==> src/cvcdc_pkg.sv <==
package cvcdc_pkg;

  localparam int GAIN_W     = 24;
  localparam int LIMIT_W    = 15;
  localparam int DUTY_W     = 16;
  localparam int OUT_W      = 16;
  localparam int CFG_IDX_W  = 3;
  localparam int CFG_DATA_W = 24;

  localparam logic [DUTY_W-1:0] DUTY_HALF = 16'h8000;

  // Vref and limit resets in whole units, scaled to the sample format at elaboration
  localparam int RST_VREF_UNITS = -12;
  localparam int RST_ILIM_UNITS = 2;
  localparam int RST_CLIM_UNITS = 5;
  localparam logic [GAIN_W-1:0] RST_KP_V   = 24'd1677722;
  localparam logic [GAIN_W-1:0] RST_KI_V   = 24'd2517;
  localparam logic [GAIN_W-1:0] RST_KP_I   = 24'd838861;
  localparam logic [DUTY_W-1:0] RST_DUTY_MAX = 16'd58982;
  localparam logic [DUTY_W-1:0] RST_DUTY_MIN = 16'd0;

  typedef enum logic [CFG_IDX_W-1:0] {
    REG_VOLTAGE_REFERENCE = 3'd0,
    REG_VOLTAGE_PROP_GAIN = 3'd1,
    REG_VOLTAGE_INT_GAIN  = 3'd2,
    REG_CURRENT_PROP_GAIN = 3'd3,
    REG_INTEGRAL_LIMIT    = 3'd4,
    REG_CURRENT_LIMIT     = 3'd5,
    REG_DUTY_MAXIMUM      = 3'd6,
    REG_DUTY_MINIMUM      = 3'd7
  } cfg_reg_e;

  typedef enum logic [1:0] {
    GAIN_KI  = 2'd0,
    GAIN_KP  = 2'd1,
    GAIN_KPI = 2'd2
  } gain_sel_e;

  typedef enum logic [6:0] {
    S_IDLE = 7'b0000001,
    S_MI   = 7'b0000010,
    S_INT  = 7'b0000100,
    S_REF  = 7'b0001000,
    S_CERR = 7'b0010000,
    S_MC   = 7'b0100000,
    S_DUTY = 7'b1000000
  } state_e;

  // Width-fixed configuration; the voltage reference travels apart
  typedef struct packed {
    logic [GAIN_W-1:0]  kp_v;
    logic [GAIN_W-1:0]  ki_v;
    logic [GAIN_W-1:0]  kp_i;
    logic [LIMIT_W-1:0] int_limit;
    logic [LIMIT_W-1:0] cur_limit;
    logic [DUTY_W-1:0]  duty_ceil;
    logic [DUTY_W-1:0]  duty_floor;
  } cfg_t;

  typedef struct packed {
    logic      load_in;
    logic      mul_en;
    logic      mul_cerr;
    gain_sel_e gain_sel;
    logic      int_en;
    logic      ref_en;
    logic      cerr_en;
    logic      out_en;
  } ctrl_t;

endpackage

==> src/cascaded_voltage_current_duty_control.sv <==
// Channel   Direction  Handshake               Payload
// in        sink       in_valid / in_stall     output_voltage, coil_current
// out       source     out_valid / out_stall   duty_cycle, current_reference,
//                                              integral_saturated, duty_saturated
// cfg       sink       cfg_valid / cfg_ready   cfg_index, cfg_data
//
// An item passes through S_MI, S_INT, S_REF, S_CERR, S_MC and S_DUTY before
// its result loads; the next item can be taken the cycle after the result loads.
// The block has a single multiplier, used three times per item
// (ki and kp on the voltage error, kp_i on the current error).
// A result waiting under out_stall does not block the next item; the block
// holds its last step only if a second result would overwrite the first.
// rst is synchronous: clears the integral, loads register defaults, empties out.
module cascaded_voltage_current_duty_control import cvcdc_pkg::*; #(
  parameter int SAMPLE_WIDTH       = 16,
  parameter int GAIN_FRACTION_BITS = 24
) (
  input  logic                           clk,
  input  logic                           rst,
  input  logic                           in_valid,
  output logic                           in_stall,
  input  logic signed [SAMPLE_WIDTH-1:0] output_voltage,
  input  logic signed [SAMPLE_WIDTH-1:0] coil_current,
  output logic                           out_valid,
  input  logic                           out_stall,
  output logic [DUTY_W-1:0]              duty_cycle,
  output logic signed [OUT_W-1:0]        current_reference,
  output logic                           integral_saturated,
  output logic                           duty_saturated,
  input  logic                           cfg_valid,
  output logic                           cfg_ready,
  input  logic [CFG_IDX_W-1:0]           cfg_index,
  input  logic [CFG_DATA_W-1:0]          cfg_data
);

  logic signed [SAMPLE_WIDTH-1:0] vref;
  cfg_t                           cfg;
  ctrl_t                          ctrl;

  cvcdc_cfg_regs #(
    .SAMPLE_WIDTH(SAMPLE_WIDTH)
  ) u_cfg (
    .clk       (clk),
    .rst       (rst),
    .cfg_valid (cfg_valid),
    .cfg_ready (cfg_ready),
    .cfg_index (cfg_index),
    .cfg_data  (cfg_data),
    .vref      (vref),
    .cfg       (cfg)
  );

  cvcdc_seq u_seq (
    .clk       (clk),
    .rst       (rst),
    .in_valid  (in_valid),
    .in_stall  (in_stall),
    .out_valid (out_valid),
    .out_stall (out_stall),
    .ctrl      (ctrl)
  );

  cvcdc_datapath #(
    .SAMPLE_WIDTH      (SAMPLE_WIDTH),
    .GAIN_FRACTION_BITS(GAIN_FRACTION_BITS)
  ) u_dp (
    .clk               (clk),
    .rst               (rst),
    .ctrl              (ctrl),
    .cfg               (cfg),
    .vref              (vref),
    .output_voltage    (output_voltage),
    .coil_current      (coil_current),
    .duty_cycle        (duty_cycle),
    .current_reference (current_reference),
    .integral_saturated(integral_saturated),
    .duty_saturated    (duty_saturated)
  );

endmodule

==> src/cvcdc_cfg_regs.sv <==
module cvcdc_cfg_regs import cvcdc_pkg::*; #(
  parameter int SAMPLE_WIDTH = 16
) (
  input  logic                           clk,
  input  logic                           rst,
  input  logic                           cfg_valid,
  output logic                           cfg_ready,
  input  logic [CFG_IDX_W-1:0]           cfg_index,
  input  logic [CFG_DATA_W-1:0]          cfg_data,
  output logic signed [SAMPLE_WIDTH-1:0] vref,
  output cfg_t                           cfg
);

  localparam int SF = SAMPLE_WIDTH - 8;
  localparam logic [SAMPLE_WIDTH-1:0] RST_VREF =
    SAMPLE_WIDTH'(RST_VREF_UNITS * (2 ** SF));
  localparam logic [LIMIT_W-1:0] RST_ILIM = LIMIT_W'(RST_ILIM_UNITS * (2 ** SF));
  localparam logic [LIMIT_W-1:0] RST_CLIM = LIMIT_W'(RST_CLIM_UNITS * (2 ** SF));

  assign cfg_ready = 1'b1;

  always_ff @(posedge clk) begin
    if (rst) begin
      vref           <= RST_VREF;
      cfg.kp_v       <= RST_KP_V;
      cfg.ki_v       <= RST_KI_V;
      cfg.kp_i       <= RST_KP_I;
      cfg.int_limit  <= RST_ILIM;
      cfg.cur_limit  <= RST_CLIM;
      cfg.duty_ceil  <= RST_DUTY_MAX;
      cfg.duty_floor <= RST_DUTY_MIN;
    end else if (cfg_valid && cfg_ready) begin
      case (cfg_reg_e'(cfg_index))
        REG_VOLTAGE_REFERENCE: vref           <= cfg_data[SAMPLE_WIDTH-1:0];
        REG_VOLTAGE_PROP_GAIN: cfg.kp_v       <= cfg_data[GAIN_W-1:0];
        REG_VOLTAGE_INT_GAIN:  cfg.ki_v       <= cfg_data[GAIN_W-1:0];
        REG_CURRENT_PROP_GAIN: cfg.kp_i       <= cfg_data[GAIN_W-1:0];
        REG_INTEGRAL_LIMIT:    cfg.int_limit  <= cfg_data[LIMIT_W-1:0];
        REG_CURRENT_LIMIT:     cfg.cur_limit  <= cfg_data[LIMIT_W-1:0];
        REG_DUTY_MAXIMUM:      cfg.duty_ceil  <= cfg_data[DUTY_W-1:0];
        REG_DUTY_MINIMUM:      cfg.duty_floor <= cfg_data[DUTY_W-1:0];
        default: ;
      endcase
    end
  end

endmodule

==> src/cvcdc_datapath.sv <==
module cvcdc_datapath import cvcdc_pkg::*; #(
  parameter int SAMPLE_WIDTH       = 16,
  parameter int GAIN_FRACTION_BITS = 24
) (
  input  logic                           clk,
  input  logic                           rst,
  input  ctrl_t                          ctrl,
  input  cfg_t                           cfg,
  input  logic signed [SAMPLE_WIDTH-1:0] vref,
  input  logic signed [SAMPLE_WIDTH-1:0] output_voltage,
  input  logic signed [SAMPLE_WIDTH-1:0] coil_current,
  output logic [DUTY_W-1:0]              duty_cycle,
  output logic signed [OUT_W-1:0]        current_reference,
  output logic                           integral_saturated,
  output logic                           duty_saturated
);

  localparam int SW  = SAMPLE_WIDTH;
  localparam int G   = GAIN_FRACTION_BITS;
  localparam int SF  = SW - 8;
  localparam int MA  = ((SW > OUT_W) ? SW : OUT_W) + 1;
  localparam int MB  = GAIN_W + 1;
  localparam int PW  = MA + MB;
  localparam int ILW = LIMIT_W + G + 1;
  localparam int AW  = ((PW > ILW) ? PW : ILW) + 1;
  localparam int DUTY_SHIFT = G + SF - DUTY_W;

  logic signed [MA-1:0]    err;
  logic signed [MA-1:0]    cerr;
  logic signed [SW-1:0]    cur;
  logic signed [PW-1:0]    prod;
  logic signed [ILW-1:0]   acc;
  logic signed [OUT_W-1:0] iref;
  logic                    isat;

  logic signed [MA-1:0]    mul_a;
  logic [GAIN_W-1:0]       mul_g;
  logic signed [PW-1:0]    mul_p;

  logic signed [AW-1:0]    sum;
  logic signed [AW-1:0]    ilim;
  logic signed [AW-1:0]    acc_next;
  logic                    isat_next;
  logic signed [AW-1:0]    rsh;
  logic signed [AW-1:0]    clim;
  logic signed [AW-1:0]    iref_next;

  logic signed [PW-1:0]    dsh;
  logic signed [PW:0]      dval;
  logic signed [PW:0]      dmax;
  logic signed [PW:0]      dmin;
  logic signed [PW:0]      duty_next;
  logic                    dsat_next;

  // Shared multiplier: signed operand times zero-extended gain
  assign mul_a = ctrl.mul_cerr ? cerr : err;

  always_comb begin
    case (ctrl.gain_sel)
      GAIN_KI:  mul_g = cfg.ki_v;
      GAIN_KP:  mul_g = cfg.kp_v;
      GAIN_KPI: mul_g = cfg.kp_i;
      default:  mul_g = '0;
    endcase
  end

  assign mul_p = mul_a * $signed({1'b0, mul_g});

  // One adder serves the integral step and the reference sum
  assign sum = $signed({{(AW-ILW){acc[ILW-1]}}, acc}) +
               $signed({{(AW-PW){prod[PW-1]}}, prod});

  assign ilim = $signed({{(AW-LIMIT_W-G){1'b0}}, cfg.int_limit, {G{1'b0}}});

  always_comb begin
    acc_next  = sum;
    isat_next = 1'b0;
    if (sum > ilim) begin
      acc_next  = ilim;
      isat_next = 1'b1;
    end else if (sum < -ilim) begin
      acc_next  = -ilim;
      isat_next = 1'b1;
    end
  end

  assign rsh  = sum >>> G;
  assign clim = $signed({{(AW-LIMIT_W){1'b0}}, cfg.cur_limit});

  always_comb begin
    iref_next = rsh;
    if (rsh > clim) begin
      iref_next = clim;
    end else if (rsh < -clim) begin
      iref_next = -clim;
    end
  end

  assign dsh  = prod >>> DUTY_SHIFT;
  assign dval = $signed({dsh[PW-1], dsh}) + $signed({{(PW+1-DUTY_W){1'b0}}, DUTY_HALF});
  assign dmax = $signed({{(PW+1-DUTY_W){1'b0}}, cfg.duty_ceil});
  assign dmin = $signed({{(PW+1-DUTY_W){1'b0}}, cfg.duty_floor});

  // Maximum clamp first, then minimum
  always_comb begin
    duty_next = dval;
    dsat_next = 1'b0;
    if (dval > dmax) begin
      duty_next = dmax;
      dsat_next = 1'b1;
    end
    if (duty_next < dmin) begin
      duty_next = dmin;
      dsat_next = 1'b1;
    end
  end

  always_ff @(posedge clk) begin
    if (rst) begin
      acc <= '0;
    end else if (ctrl.int_en) begin
      acc <= acc_next[ILW-1:0];
    end
  end

  always_ff @(posedge clk) begin
    if (ctrl.load_in) begin
      err <= $signed({{(MA-SW){vref[SW-1]}}, vref}) -
             $signed({{(MA-SW){output_voltage[SW-1]}}, output_voltage});
      cur <= coil_current;
    end
    if (ctrl.mul_en) begin
      prod <= mul_p;
    end
    // Hold the flag inside until the result register loads
    if (ctrl.int_en) begin
      isat <= isat_next;
    end
    if (ctrl.ref_en) begin
      iref <= iref_next[OUT_W-1:0];
    end
    if (ctrl.cerr_en) begin
      cerr <= $signed({{(MA-OUT_W){iref[OUT_W-1]}}, iref}) -
              $signed({{(MA-SW){cur[SW-1]}}, cur});
    end
    if (ctrl.out_en) begin
      duty_cycle         <= duty_next[DUTY_W-1:0];
      current_reference  <= iref;
      integral_saturated <= isat;
      duty_saturated     <= dsat_next;
    end
  end

endmodule

==> src/cvcdc_seq.sv <==
module cvcdc_seq import cvcdc_pkg::*; (
  input  logic  clk,
  input  logic  rst,
  input  logic  in_valid,
  output logic  in_stall,
  output logic  out_valid,
  input  logic  out_stall,
  output ctrl_t ctrl
);

  state_e state;
  state_e state_next;
  logic   out_free;

  assign out_free = !out_valid || !out_stall;
  assign in_stall = (state != S_IDLE);

  always_comb begin
    ctrl       = '0;
    ctrl.gain_sel = GAIN_KI;
    state_next = state;
    case (state)
      S_IDLE: begin
        if (in_valid) begin
          ctrl.load_in = 1'b1;
          state_next   = S_MI;
        end
      end
      S_MI: begin
        ctrl.mul_en   = 1'b1;
        ctrl.gain_sel = GAIN_KI;
        state_next    = S_INT;
      end
      S_INT: begin
        // Integrate the ki product while the kp product forms
        ctrl.int_en   = 1'b1;
        ctrl.mul_en   = 1'b1;
        ctrl.gain_sel = GAIN_KP;
        state_next    = S_REF;
      end
      S_REF: begin
        ctrl.ref_en = 1'b1;
        state_next  = S_CERR;
      end
      S_CERR: begin
        ctrl.cerr_en = 1'b1;
        state_next   = S_MC;
      end
      S_MC: begin
        ctrl.mul_en   = 1'b1;
        ctrl.mul_cerr = 1'b1;
        ctrl.gain_sel = GAIN_KPI;
        state_next    = S_DUTY;
      end
      S_DUTY: begin
        // Hold here until the result register can take the item
        if (out_free) begin
          ctrl.out_en = 1'b1;
          state_next  = S_IDLE;
        end
      end
      default: state_next = S_IDLE;
    endcase
  end

  always_ff @(posedge clk) begin
    if (rst) begin
      state     <= S_IDLE;
      out_valid <= 1'b0;
    end else begin
      state <= state_next;
      if (ctrl.out_en) begin
        out_valid <= 1'b1;
      end else if (!out_stall) begin
        out_valid <= 1'b0;
      end
    end
  end

endmodule

==> config.mk <==
export PLATFORM = sky130hd
export DESIGN_NAME = cascaded_voltage_current_duty_control
export DESIGN_NICKNAME = d
export VERILOG_FILES = /design/src/cvcdc_pkg.sv /design/src/cascaded_voltage_current_duty_control.sv /design/src/cvcdc_cfg_regs.sv /design/src/cvcdc_datapath.sv /design/src/cvcdc_seq.sv
export SDC_FILE = /design/constraint.sdc
export NUM_CORES = 2
export LEC_CHECK = 0
export BUFFER_PORTS_ARGS = -buffer_cell sky130_fd_sc_hd__buf_2
export CORE_AREA = 2 2 216 324
export CTS_CLUSTER_DIAMETER = 200
export DETAILED_ROUTE_END_ITERATION = 8
export DIE_AREA = 0 0 218 326
export PLACE_DENSITY = 0.77
export SLEW_MARGIN = 20
export SYNTH_ARGS = -nofsm -noshare
export SYNTH_HDL_FRONTEND = slang
export SYNTH_SLANG_ARGS = --single-unit
==> constraint.sdc <==
create_clock -name clk -period 10.6 [get_ports clk]
set_input_delay 1.06 -clock clk [delete_from_list [all_inputs] [get_ports clk]]
set_output_delay 1.06 -clock clk [all_outputs]
set_load 0.005 [all_outputs]
==> results.cfg <==
[cts]
ctsHoldBuffers = 0
cts_sinks = 341
numCtsBuffers = 37
cts_tree = done
cts_resized = 0
postCtsSetupBuffers = 0
clk_pin_slew_ps = 60
insertion_delay_ps = 580
clk_path_buf_depth = 3
htreeDepth = 2
cts-root-buf = clkbuf_16

[logic_synthesis]
yosysWarnings = 0
syn_nets = 4607
ys_seq_area_share_pct = 24.5
ys_types = 89
synth_top_area_share_pct = 19.7
synth-edff-count = 143
syn_area_um2 = 33700
yosys-top-cells-count = 611 x nand2_1, 525 x inv_1, 362 x nor2_1, 332 x fa_1, 332 x ha_1
syn_inst = 3879
avgSynthCellArea_um2 = 8.70
synth_area_leaders = fa_1 20%, edfxtp_1 13%, ha_1 12%
synth_flop_cell = dfxtp_1
async_flop_share_pct = 0
yosysMostFrequentCell = nand2_1
synth_seq_cells = 341
yosysTopAreaCell = fa_1

[die]
die_w_um = 218
io_pins = 101
die_y_um = 326
start_util_pct = 49.3
core_um2 = 68500
num_rows = 118
dieArea_um2 = 71100

[finish]
finalNetCount = 4627
drive_above_1_share_pct = 8.07
n_fill_cell = 6211
finalNonFillerCells = 4834
final-seq-area_um2 = 8260
area_growth_syn_to_layout_pct = 7.93
final_cell_area_um2 = 36400
multi_input_area_um2 = 22900

[pwr]
switchingPower_mw = 4.02
ir_drop_mv = 0.429
swShare_pct = 46.9
power_frac_seq_pct = 20.3
clock_power_share_pct = 15.6
p_total_mw = 8.57
combPwrFrac_pct = 64.1
power.leakage_nw = 16.4
power.density_nw_per_um2 = 235
internal-power_mw = 4.55

[global_route]
first_global_vias = 29000
grt.total_usage_pct = 29.5
overflow = 0
grt_max_degree = 78
antenna_found_initial = 8
grt_pass1_wl_mm = 161

[detailed_routing]
dr.pass1.iters = 5
wl_per_cell_um = 21.4
drt_wl_total_mm = 103
drtIter0Drc = 2071
drc = 0
viasPerCell = 5.89
ant_nets = 0
vias = 28500

[worst_setup_path]
cp_data_required_time_ps = 10910
critPathKind = reg2reg
cpPeakStageDelay_ps = 680
critPathSlowestCell = fa_1
rrSetupSlack_ps = 1540
crit_path_start_kind = flop
timing.critical_path.mode_cell = fa_1
worstPathArrival_ps = 9370
worstPathMaxFanout = 47
endpoint_kind = flop

[outcome]
status = finished clean

[run]
maxCapViolCount = 0

[placement]
hpwl_mm = 80.8
dp_slack_ps = 1680
placed_cell_area_um2 = 35200
place_congestion = 0.996
placed_cells = 4760
io_buffers = 99

[sta]
tns_ps = 0
finalHoldViolations = 0
slew_headroom_pct = 20.5
clock.fmax_mhz = 110
worstMarginPinSlew_ps = 1160
rsz0062_at_grt = false
setup_slack_ps = 1540
period_needed_ps = 9060
worst_clock_skew_ps = 24.6
finalSetupViolCount = 0
report.final.slew_viol_count = 0
fin_crit_sh_pct = 85.5

[hold_path]
hold_path.class = reg2reg
-- placed cells by master (no fill, tap or decap), types with 99 or more instances in the layout --
cell      instances
a21oi_1         236
buf_2            99
dfxtp_1         198
edfxtp_1        143
fa_1            332
ha_1            332
inv_1           524
nand2_1         611
nor2_1          358
o21ai_0          99
-- metal layers --
metal,wire length (µm),global-route usage [%],up-vias
met3,6620,3.97,489
li1,-,-,12900
met2,50900,50.7,1262
met4,10700,26.5,6
met1,35200,31.3,13800
met5,34,0,-
-- path summary, 6_finish.rpt --
check	startpoint	to	cells after the start
max	u_seq.state[1]	u_dp.prod[39]	28
min	u_dp.isat	u_dp.integral_saturated	0
min reg2reg	u_dp.isat	u_dp.integral_saturated	0
max reg2reg	u_seq.state[1]	u_dp.prod[39]	28
-- metrics by stage --
stage | hold WS [ps] | util, %
after global routing | 421 | 53.2
after detailed placement | 405 | 51.3
after global placement | 404 | 51.3
after floorplan | 400 | -
after CTS | 420 | 53.1
final | 423 | 53.2
-- cell families after synthesis --
| logic type | synth area share [%] |
|---|---|
| AO/OA/AOI/OAI | 12.9 |
| XOR/XNOR | 2.96 |
| AND/OR/NAND/NOR | 17.1 |
| adder cells (fa/ha/maj) | 32.0 |
| other | 0.0111 |
| multiplexers | 2.56 |
| flip-flops | 24.5 |
| buffers and inverters | 8.00 |
-- area by class of cell --
cell class / instances / share of cell area [%]
antenna: 6 / 0.0412
clock buffer: 43 / 2.72
clock inverter: 25 / 0.642
inverter: 528 / 5.44
multi-input combinational: 2835 / 62.9
sequential: 341 / 22.7
tap: 900 / 3.09
timing repair buffer: 156 / 2.54
-- state kept, by name (all words and copies together), names as in the netlist --
name / flops
u_dp.integral_saturated: 1
u_dp.current_reference: 16
u_dp.duty_cycle: 16
u_seq.out_valid: 1
u_seq.state: 7
u_dp.isat: 1
u_cfg.cfg: 134
u_dp.cerr: 17
u_dp.iref: 16
u_dp.cur: 16
u_dp.err: 17
u_dp.duty_saturated: 1
u_dp.prod: 42
u_cfg.vref: 16
u_dp.acc: 40
-- power groups by stage --
stage / combinational (mW) / clock (mW) / sequential (mW)
3_5_place_dp: 5.41 / 0 / 1.77
2_1_floorplan: 3.86 / 0 / 1.73
4_1_cts: 5.44 / 1.35 / 1.74
6_report: 5.49 / 1.34 / 1.74
3_3_place_gp: 5.30 / 0 / 1.77
5_1_grt: 6.15 / 1.39 / 1.74
-- worst max-delay path, delay by kind of cell (launching register included) --
kind	cells	cell delay [ps]
adders and majority gates	7	3710
AOI/OAI and AO/OA	7	2070
buffers and inverters	6	1290
and+or+nand+nor	7	1260
DFF	1	350
xor gates and xnor gates	1	100
No activity file was read; power rests on OpenSTA's default activity.
